===== config.mk =====
export PLATFORM = sky130hd
export DESIGN_NAME = iqr_trimmed_mean
export DESIGN_NICKNAME = d
export VERILOG_FILES = /design/src/hdl/iqr_pkg.sv /design/src/hdl/iqr_ctrl.sv /design/src/hdl/iqr_datapath.sv /design/src/hdl/iqr_trimmed_mean.sv
export SDC_FILE = /design/constraint.sdc
export NUM_CORES = 2
export LEC_CHECK = 0
export ABC_AREA = 0
export BUFFER_PORTS_ARGS = -buffer_cell sky130_fd_sc_hd__buf_2
export CAP_MARGIN = 5
export CORE_MARGIN = 3
export CORE_UTILIZATION = 35
export DETAILED_ROUTE_END_ITERATION = 6
export MAX_ROUTING_LAYER = met4
export PLACE_DENSITY = 0.5
export RECOVER_POWER = 25
export SLEW_MARGIN = 15
export SYNTH_ARGS = -nofsm -noshare
export SYNTH_HDL_FRONTEND = slang
export SYNTH_HIERARCHICAL = 1
export SYNTH_SLANG_ARGS = --single-unit

===== constraint.sdc =====
create_clock -name i_clk -period 7.8 [get_ports i_clk]
set_clock_uncertainty 0.15 [all_clocks]
set_input_delay 1.95 -clock i_clk [delete_from_list [all_inputs] [get_ports i_clk]]
set_output_delay 1.95 -clock i_clk [all_outputs]
set_load 0.05 [all_outputs]

===== src/hdl/iqr_pkg.sv =====
`timescale 1ns / 1ps
package iqr_pkg;

    localparam int MAX_SAMPLES = 64;
    localparam int SAMPLE_BITS = 16;
    localparam int IDX_BITS    = $clog2(MAX_SAMPLES);
    localparam int CNT_BITS    = 11;
    localparam int SUM_BITS    = SAMPLE_BITS + IDX_BITS + 1;
    localparam int NUM_BITS    = SUM_BITS + 8;
    localparam int MEAN_BITS   = 24;
    localparam int FENCE_BITS  = 8;
    localparam int FV_BITS     = SAMPLE_BITS + 4 + FENCE_BITS + 3;

    // Register indexes on the configuration port.
    localparam int REG_FENCE = 0;

    typedef struct packed {
        logic [SAMPLE_BITS-1:0] sample;
        logic                   last;
    } t_in_item;

    typedef struct packed {
        logic [MEAN_BITS-1:0]   mean_q8;
        logic [CNT_BITS-1:0]    kept_count;
        logic [SAMPLE_BITS-1:0] lower_quartile;
        logic [SAMPLE_BITS-1:0] upper_quartile;
    } t_out_item;

    // Commands from the controller to the datapath.
    typedef struct packed {
        logic load;
        logic q1_load;
        logic q3_load;
        logic fences;
        logic scan;
        logic div_init;
        logic div_step;
        logic emit;
        logic [IDX_BITS-1:0] idx;
    } t_iqr_cmd;

    // Status from the datapath.
    typedef struct packed {
        logic [CNT_BITS-1:0] count;
    } t_iqr_sts;

endpackage


===== src/hdl/iqr_ctrl.sv =====
`timescale 1ns / 1ps
module iqr_ctrl (
    input  logic                i_clk,
    input  logic                i_rst_n,
    input  logic                i_start,
    input  iqr_pkg::t_in_item   i_item,
    input  iqr_pkg::t_iqr_sts   i_sts,
    output logic                o_busy,
    output iqr_pkg::t_iqr_cmd   o_cmd
);

    localparam logic [2:0] S_IDLE = 3'd0;
    localparam logic [2:0] S_Q1   = 3'd1;
    localparam logic [2:0] S_Q3   = 3'd2;
    localparam logic [2:0] S_FEN  = 3'd3;
    localparam logic [2:0] S_SCAN = 3'd4;
    localparam logic [2:0] S_DIV  = 3'd5;
    localparam logic [2:0] S_OUT  = 3'd6;

    localparam int DIV_STEPS = iqr_pkg::NUM_BITS;

    logic [2:0]                  r_state, n_state;
    logic [iqr_pkg::CNT_BITS-1:0] r_cnt, n_cnt;
    logic [iqr_pkg::CNT_BITS-1:0] w_n, w_i1, w_i3, w_np1;
    logic [iqr_pkg::CNT_BITS+1:0] w_i3w;

    // Quartile positions, clamped to the last stored sample.
    always_comb begin
        w_n   = i_sts.count;
        w_np1 = w_n + 1'b1;
        w_i1  = {2'b00, w_np1[iqr_pkg::CNT_BITS-1:2]};
        w_i3w = ({2'b00, w_np1} + {1'b0, w_np1, 1'b0}) >> 2;
        w_i3  = w_i3w[iqr_pkg::CNT_BITS-1:0];
        if (w_i3 > w_n - 1'b1) begin
            w_i3 = w_n - 1'b1;
        end
        if (w_i1 > w_n - 1'b1) begin
            w_i1 = w_n - 1'b1;
        end
    end

    // Next state and commands.
    always_comb begin
        n_state = r_state;
        n_cnt   = r_cnt;
        o_cmd   = '0;
        unique case (r_state)
            S_IDLE: begin
                o_cmd.load = i_start;
                if (i_start && i_item.last) begin
                    n_state = S_Q1;
                end
            end
            S_Q1: begin
                o_cmd.q1_load = 1'b1;
                o_cmd.idx     = w_i1[iqr_pkg::IDX_BITS-1:0];
                n_state       = S_Q3;
            end
            S_Q3: begin
                o_cmd.q3_load = 1'b1;
                o_cmd.idx     = w_i3[iqr_pkg::IDX_BITS-1:0];
                n_state       = S_FEN;
            end
            S_FEN: begin
                o_cmd.fences = 1'b1;
                n_cnt        = '0;
                n_state      = S_SCAN;
            end
            S_SCAN: begin
                o_cmd.scan = 1'b1;
                o_cmd.idx  = r_cnt[iqr_pkg::IDX_BITS-1:0];
                n_cnt      = r_cnt + 1'b1;
                if (r_cnt == w_n - 1'b1) begin
                    n_state = S_DIV;
                    n_cnt   = '0;
                end
            end
            S_DIV: begin
                // While the count is zero, the last scanned sample reaches the sum.
                n_cnt = r_cnt + 1'b1;
                if (r_cnt == iqr_pkg::CNT_BITS'(1)) begin
                    o_cmd.div_init = 1'b1;
                end else if (r_cnt != '0) begin
                    o_cmd.div_step = 1'b1;
                    if (r_cnt == iqr_pkg::CNT_BITS'(DIV_STEPS + 1)) begin
                        n_state = S_OUT;
                    end
                end
            end
            S_OUT: begin
                o_cmd.emit = 1'b1;
                n_state    = S_IDLE;
            end
            default: n_state = S_IDLE;
        endcase
    end

    // State registers.
    always_ff @(posedge i_clk) begin
        if (!i_rst_n) begin
            r_state <= S_IDLE;
            r_cnt   <= '0;
        end else begin
            r_state <= n_state;
            r_cnt   <= n_cnt;
        end
    end

    assign o_busy = (r_state != S_IDLE);

endmodule


===== src/hdl/iqr_datapath.sv =====
`timescale 1ns / 1ps
module iqr_datapath (
    input  logic                           i_clk,
    input  logic                           i_rst_n,
    input  iqr_pkg::t_in_item              i_item,
    input  logic [iqr_pkg::FENCE_BITS-1:0] i_fence,
    input  iqr_pkg::t_iqr_cmd              i_cmd,
    output iqr_pkg::t_iqr_sts              o_sts,
    output logic                           o_valid,
    output iqr_pkg::t_out_item             o_item
);

    localparam int SB = iqr_pkg::SAMPLE_BITS;
    localparam int MS = iqr_pkg::MAX_SAMPLES;
    localparam int FB = iqr_pkg::FV_BITS;

    // Insertion-sorting cell chain.
    logic [SB-1:0]                r_cell [MS];
    logic [iqr_pkg::CNT_BITS-1:0] r_fill;
    logic [SB-1:0]                r_q1, r_q3, r_rd;
    logic signed [FB-1:0]         r_hi, r_lo;
    logic [iqr_pkg::SUM_BITS-1:0] r_sum;
    logic [iqr_pkg::CNT_BITS-1:0] r_kept;
    logic [iqr_pkg::NUM_BITS-1:0] r_quot;
    logic [iqr_pkg::CNT_BITS:0]   r_rem;
    logic                         r_valid;
    logic                         r_scan_d;
    logic                         w_full;
    logic [MS-1:0]                w_gt;
    logic signed [FB-1:0]         w_v16, w_iqrf;
    logic [iqr_pkg::CNT_BITS:0]   w_trial;
    logic [iqr_pkg::NUM_BITS-1:0] w_num;

    assign w_full = (r_fill == iqr_pkg::CNT_BITS'(MS));

    // Each cell compares its value with the new sample; cells past fill are empty.
    always_comb begin
        for (int k = 0; k < MS; k++) begin
            w_gt[k] = (r_fill <= iqr_pkg::CNT_BITS'(k)) || (r_cell[k] > i_item.sample);
        end
    end

    always_ff @(posedge i_clk) begin
        if (i_cmd.load && !w_full) begin
            for (int k = 0; k < MS; k++) begin
                if (w_gt[k]) begin
                    if (k == 0 || !w_gt[(k == 0) ? 0 : k-1]) begin
                        r_cell[k] <= i_item.sample;
                    end else begin
                        r_cell[k] <= r_cell[(k == 0) ? 0 : k-1];
                    end
                end
            end
        end
    end

    // Fill count, cleared once the result is sent.
    always_ff @(posedge i_clk) begin
        if (!i_rst_n) begin
            r_fill <= '0;
        end else if (i_cmd.load && !w_full) begin
            r_fill <= r_fill + 1'b1;
        end else if (i_cmd.emit) begin
            r_fill <= '0;
        end
    end

    // Registered read of one cell at the commanded position.
    always_ff @(posedge i_clk) begin
        r_rd <= r_cell[i_cmd.idx];
    end

    assign w_iqrf = FB'($signed({1'b0, i_fence})) * FB'($signed({1'b0, r_q3 - r_q1}));
    assign w_v16  = FB'($signed({1'b0, r_rd, 4'b0000}));

    // Quartiles and fences.
    always_ff @(posedge i_clk) begin
        if (i_cmd.q1_load) begin
            r_q1 <= r_cell[i_cmd.idx];
        end
        if (i_cmd.q3_load) begin
            r_q3 <= r_cell[i_cmd.idx];
        end
        if (i_cmd.fences) begin
            r_hi <= FB'($signed({1'b0, r_q3, 4'b0000})) + w_iqrf;
            r_lo <= FB'($signed({1'b0, r_q1, 4'b0000})) - w_iqrf;
        end
    end

    // The scan flag is registered so that it lines up with the registered read.
    always_ff @(posedge i_clk) begin
        if (!i_rst_n) begin
            r_scan_d <= 1'b0;
        end else begin
            r_scan_d <= i_cmd.scan;
        end
    end

    // Kept sum and count, cleared when the fences are set.
    always_ff @(posedge i_clk) begin
        if (i_cmd.fences) begin
            r_sum  <= '0;
            r_kept <= '0;
        end else if (r_scan_d && !(w_v16 > r_hi || w_v16 < r_lo)) begin
            r_sum  <= r_sum + iqr_pkg::SUM_BITS'(r_rd);
            r_kept <= r_kept + 1'b1;
        end
    end

    // Restoring divider, one quotient bit per cycle.
    assign w_num   = {r_sum, 8'h00};
    assign w_trial = {r_rem[iqr_pkg::CNT_BITS-1:0], r_quot[iqr_pkg::NUM_BITS-1]};
    always_ff @(posedge i_clk) begin
        if (i_cmd.div_init) begin
            r_quot <= w_num;
            r_rem  <= '0;
        end else if (i_cmd.div_step) begin
            if (w_trial >= {1'b0, r_kept}) begin
                r_rem  <= w_trial - {1'b0, r_kept};
                r_quot <= {r_quot[iqr_pkg::NUM_BITS-2:0], 1'b1};
            end else begin
                r_rem  <= w_trial;
                r_quot <= {r_quot[iqr_pkg::NUM_BITS-2:0], 1'b0};
            end
        end
    end

    // Result register, loaded on emit and held until the next emit; the valid flag is registered from emit.
    always_ff @(posedge i_clk) begin
        if (!i_rst_n) begin
            r_valid <= 1'b0;
        end else begin
            r_valid <= i_cmd.emit;
        end
        if (i_cmd.emit) begin
            o_item.mean_q8        <= (r_kept == '0) ? '0 : r_quot[iqr_pkg::MEAN_BITS-1:0];
            o_item.kept_count     <= r_kept;
            o_item.lower_quartile <= r_q1;
            o_item.upper_quartile <= r_q3;
        end
    end

    assign o_valid     = r_valid;
    assign o_sts.count = r_fill;

endmodule


===== src/hdl/iqr_trimmed_mean.sv =====
`timescale 1ns / 1ps
// Interquartile-range trimmed mean. Samples are taken one per cycle while
// busy is low and are sorted on entry by a chain of comparing cells; samples
// beyond 64 in a set are ignored. The sample marked last ends the set: the block
// then stays busy through two quartile reads, fence set-up, a scan of the stored
// sorted cells, a settling step, a divider load, 31 bit-serial divider steps
// and the output step, and raises o_valid for exactly one cycle with the
// result. The receiver cannot stall the result, so it must take the transfer in
// that cycle.
module iqr_trimmed_mean (
    input  logic                i_clk,
    input  logic                i_rst_n,
    input  logic                start,
    output logic                busy,
    input  iqr_pkg::t_in_item   i_in,
    output logic                o_valid,
    output iqr_pkg::t_out_item  o_out,
    input  logic                psel,
    input  logic                penable,
    input  logic                pwrite,
    input  logic [1:0]          paddr,
    input  logic [31:0]         pwdata,
    output logic [31:0]         prdata,
    output logic                pready
);

    iqr_pkg::t_iqr_cmd              w_cmd;
    iqr_pkg::t_iqr_sts              w_sts;
    logic [iqr_pkg::FENCE_BITS-1:0] r_fence;
    logic                           w_busy;

    // Configuration register.
    always_ff @(posedge i_clk) begin
        if (!i_rst_n) begin
            r_fence <= iqr_pkg::FENCE_BITS'(24);
        end else if (psel && penable && pwrite
                     && paddr[1:2-1] == 1'(iqr_pkg::REG_FENCE)) begin
            r_fence <= pwdata[iqr_pkg::FENCE_BITS-1:0];
        end
    end

    assign pready = 1'b1;
    assign prdata = (paddr[1] == 1'(iqr_pkg::REG_FENCE)) ? {24'h0, r_fence} : 32'h0;
    assign busy   = w_busy;

    iqr_ctrl u_ctrl (
        .i_clk   (i_clk),
        .i_rst_n (i_rst_n),
        .i_start (start),
        .i_item  (i_in),
        .i_sts   (w_sts),
        .o_busy  (w_busy),
        .o_cmd   (w_cmd)
    );

    iqr_datapath u_dp (
        .i_clk   (i_clk),
        .i_rst_n (i_rst_n),
        .i_item  (i_in),
        .i_fence (r_fence),
        .i_cmd   (w_cmd),
        .o_sts   (w_sts),
        .o_valid (o_valid),
        .o_item  (o_out)
    );

endmodule


==> flow_summary.ini <==
[timing]
fin_tns_setup_ns = 0
final.setup.worst_slack_ns = 0.227
finalHoldViolCount = 0
maxSlewHeadroom = -0.560
fin_crit_sh = 0.971
slew_violations = 146
whs_ns = 0.315
finalCriticalPeriod_ns = 7.57
worstMarginPinSlew_ns = 2.34
setup_violations = 0
clock.fmax_ghz = 0.132
grt_setup_unrepaired = yes

[outcome]
failed_checks = max-capacitance violations, max-slew violations
status = finished, violations left

[cts]
clkTransAtPathRegs_ns = 0.06
clock_sinks = 1299
htree_levels = 4
cts_hold_buf = 0
cts_made_buffers = 170
cts_tree = built
cts_buffer_depth = 4
ctsRootBufferMaster = clkbuf_16
clock_latency_ns = 0.87

[worst_setup_path]
worstSetupPathType = input pin to register
reg2reg_depth = 36
cp.required_ns = 8.24
worstSetupStartpointType = input pin
critPathSlowestCell = clkbuf_1
timing.critical_path.max_delay_family = buffers and inverters
path_buf_inv = 3
cp_cell_sequence = clkbuf_1 -> inv_4 -> ha_1 -> nand2_1 -> nor3_1 -> a221oi_1 -> o21ai_0 -> o22ai_1 -> a21oi_2 -> nor2b_1 -> buf_4 -> mux2_2
end_kind = register
max_stage_delay_ns = 1.61
critPathMaxFanout = 29
arrival_ns = 8.01
crit_cells = 12

[placement]
pre_cts_slack_ns = -0.511
dpl-instance-area_mm2 = 0.102
placedCellCount = 11500
place_hpwl_mm = 252
port_buffers = 108
gp_congestion = 0.926

[final_layout]
utilization = 0.401
final_nets = 9458
area_growth_syn_to_layout_pct = 13.8
fin_area_mm2 = 0.109
layout_common_cells = ha_1, edfxtp_1, mux2_2, buf_4, mux4_2
layout_commonest_cell = ha_1
final_cell_count_no_fill = 11800
drive_gt1_frac = 0.274

[synthesis]
syn_avg_cell_area_um2 = 12.3
yosysUniqueCellTypes = 101
synth-seq-area-share = 0.397
synth_mux_area_frac = 0.198
async_reset_ff_frac = 0
synth_simple_gate_area_frac = 0.0841
netlist_instances = 7757
syn_area_mm2 = 0.0956
synth_compound_area_frac = 0.0967
synthXorXnorAreaFrac = 0.0142
synth_top_family_by_area = multiplexers
synth_edf_count = 1195
ys_ff_latch = 1299
yosys_warnings = 6
synth_fa_ha_area_frac = 0.178
synth_ff_type = edfxtp_1

[floorplanning]
initial_utilization = 0.352
die_h_um = 529
row_count = 191
dieArea_mm2 = 0.279
die_w_um = 529
core-area_mm2 = 0.271
pin_count = 159

[routing]
wl_per_cell_um = 29.4
final_antenna_net_count = 0
drc = 0
dr.pass1.iters = 6
vias_per_cell = 5.93
finalWirelength_mm = 348
route.vias.total = 70000
drtIter0Drc = 7065

[global_route]
use_met1 = 0.325
grt_max_degree = 86
met2_usage = 0.397
grt_pass1_vias = 68900
grt_busiest_layer = met2
use_met3 = 0.0358
grt_first_pass_wirelength_mm = 498
grt_util_all_layers = 0.249
grt-ovfl-total = 0
antenna_found_initial = 43

[pwr]
power_switching_mw = 9.46
p_per_area_mw_per_mm2 = 257
clkPwrFrac = 0.286
internal-power_mw = 18.5
total_power_mw = 28.0
p_leak_nw = 42.6
switching_share = 0.338
vdd_drop_max_v = 0.000270
seq_power_share = 0.345
p_comb_frac = 0.369

[hold_path]
worstHoldPathType = register to register
worstHoldPathCells = 0

[flow_run]
max-cap-violations = 5
==> per-layer routing <==
layer | wire (um) | up-vias
met1 | 149000 | 35900
li1 | - | 30800
met5 | 0 | -
met2 | 163000 | 2731
met4 | 13200 | 0
met3 | 22700 | 595
==> final cells by class <==
type	instances	area, um^2
Fill cell	25500	162000
Multi-Input combinational cell	5760	55500
Sequential cell	1299	38000
Tap cell	3570	4470
Clock buffer	211	4460
Timing Repair Buffer	518	3940
Inverter	345	1330
Clock inverter	90	1020
Antenna cell	23	57.6
==> synthesized netlist by cell type, types with 33 or more instances <==
| library cell | instances | share of area |
|---|---|---|
| xor2_1 | 56 | 0.0051 |
| and2_1 | 154 | 0.010 |
| inv_1 | 345 | 0.014 |
| xnor2_1 | 99 | 0.0091 |
| fa_1 | 89 | 0.019 |
| a211oi_1 | 70 | 0.0055 |
| o21ai_0 | 334 | 0.017 |
| nor2_1 | 317 | 0.012 |
| nand2b_1 | 48 | 0.0031 |
| buf_4 | 45 | 0.0035 |
| nand2_1 | 288 | 0.011 |
| mux2_4 | 52 | 0.0082 |
| clkbuf_1 | 206 | 0.0081 |
| o21a_1 | 149 | 0.012 |
| dfxtp_1 | 104 | 0.022 |
| a21oi_1 | 318 | 0.017 |
| o211ai_1 | 33 | 0.0026 |
| nand4_1 | 203 | 0.013 |
| nor2b_1 | 140 | 0.0092 |
| ha_1 | 1218 | 0.16 |
| nor3_1 | 96 | 0.0050 |
| mux2i_1 | 46 | 0.0048 |
| buf_1 | 40 | 0.0016 |
| mux2_2 | 879 | 0.10 |
| buf_2 | 69 | 0.0036 |
| mux4_2 | 336 | 0.079 |
| nand3_1 | 126 | 0.0066 |
| a21o_1 | 211 | 0.017 |
| edfxtp_1 | 1195 | 0.38 |
==> cell families (layout without fill, tap and decap cells) <==
group / count (synthesis) / count (layout)
simple gates: 1533 / 1533
flops: 1299 / 1299
compound gates: 1411 / 1411
xor+xnor: 155 / 155
mux: 1329 / 1329
fa+ha+maj: 1307 / 1307
buf+inv: 721 / 1164
other cells: 2 / 48
==> flip-flops by register name (all words and copies together), names as in the netlist <==
signal / count
u_dp/r_cell: 1024
u_dp/o_item: 67
u_dp/r_quot: 31
u_dp/r_lo: 25
u_dp/r_hi: 24
u_dp/r_sum: 23
u_dp/r_q1: 16
u_dp/r_q3: 16
u_dp/r_rd: 16
u_ctrl/r_cnt: 11
u_dp/o_sts: 11
u_dp/r_kept: 11
u_dp/r_rem: 11
r_fence: 8
u_ctrl/r_state: 3
u_dp/o_valid: 1
u_dp/r_scan_d: 1
==> path summary, 6_finish.rpt <==
check                 start             endpoint  slack [ns]
max reg2reg    u_dp/r_q3[0]        u_dp/r_lo[20]        0.29
min          u_dp/r_kept[9]      u_dp/o_item[41]        0.32
min reg2reg  u_dp/r_kept[9]      u_dp/o_item[41]        0.32
max                i_in[13]  u_dp/r_cell[46][13]        0.23
==> what timing repair did <==
action / CTS / global route
buffers inserted: 7 / 17
cloned: 0 / 0
endpoints found under the setup margin: 18 / 64
pin swaps: 8 / 79
resized for setup: 25 / 136
==> power groups by stage <==
stage               Combinational [mW]  Clock [mW]  Sequential [mW]
floorplan                         6.01           0             9.29
global placement                  9.25           0             9.77
detailed placement                9.38           0             9.76
CTS                               9.55        8.20             9.63
global route                      11.3        8.46             9.70
finish                            10.3        7.99             9.65
No activity file was read; power rests on OpenSTA's default activity.
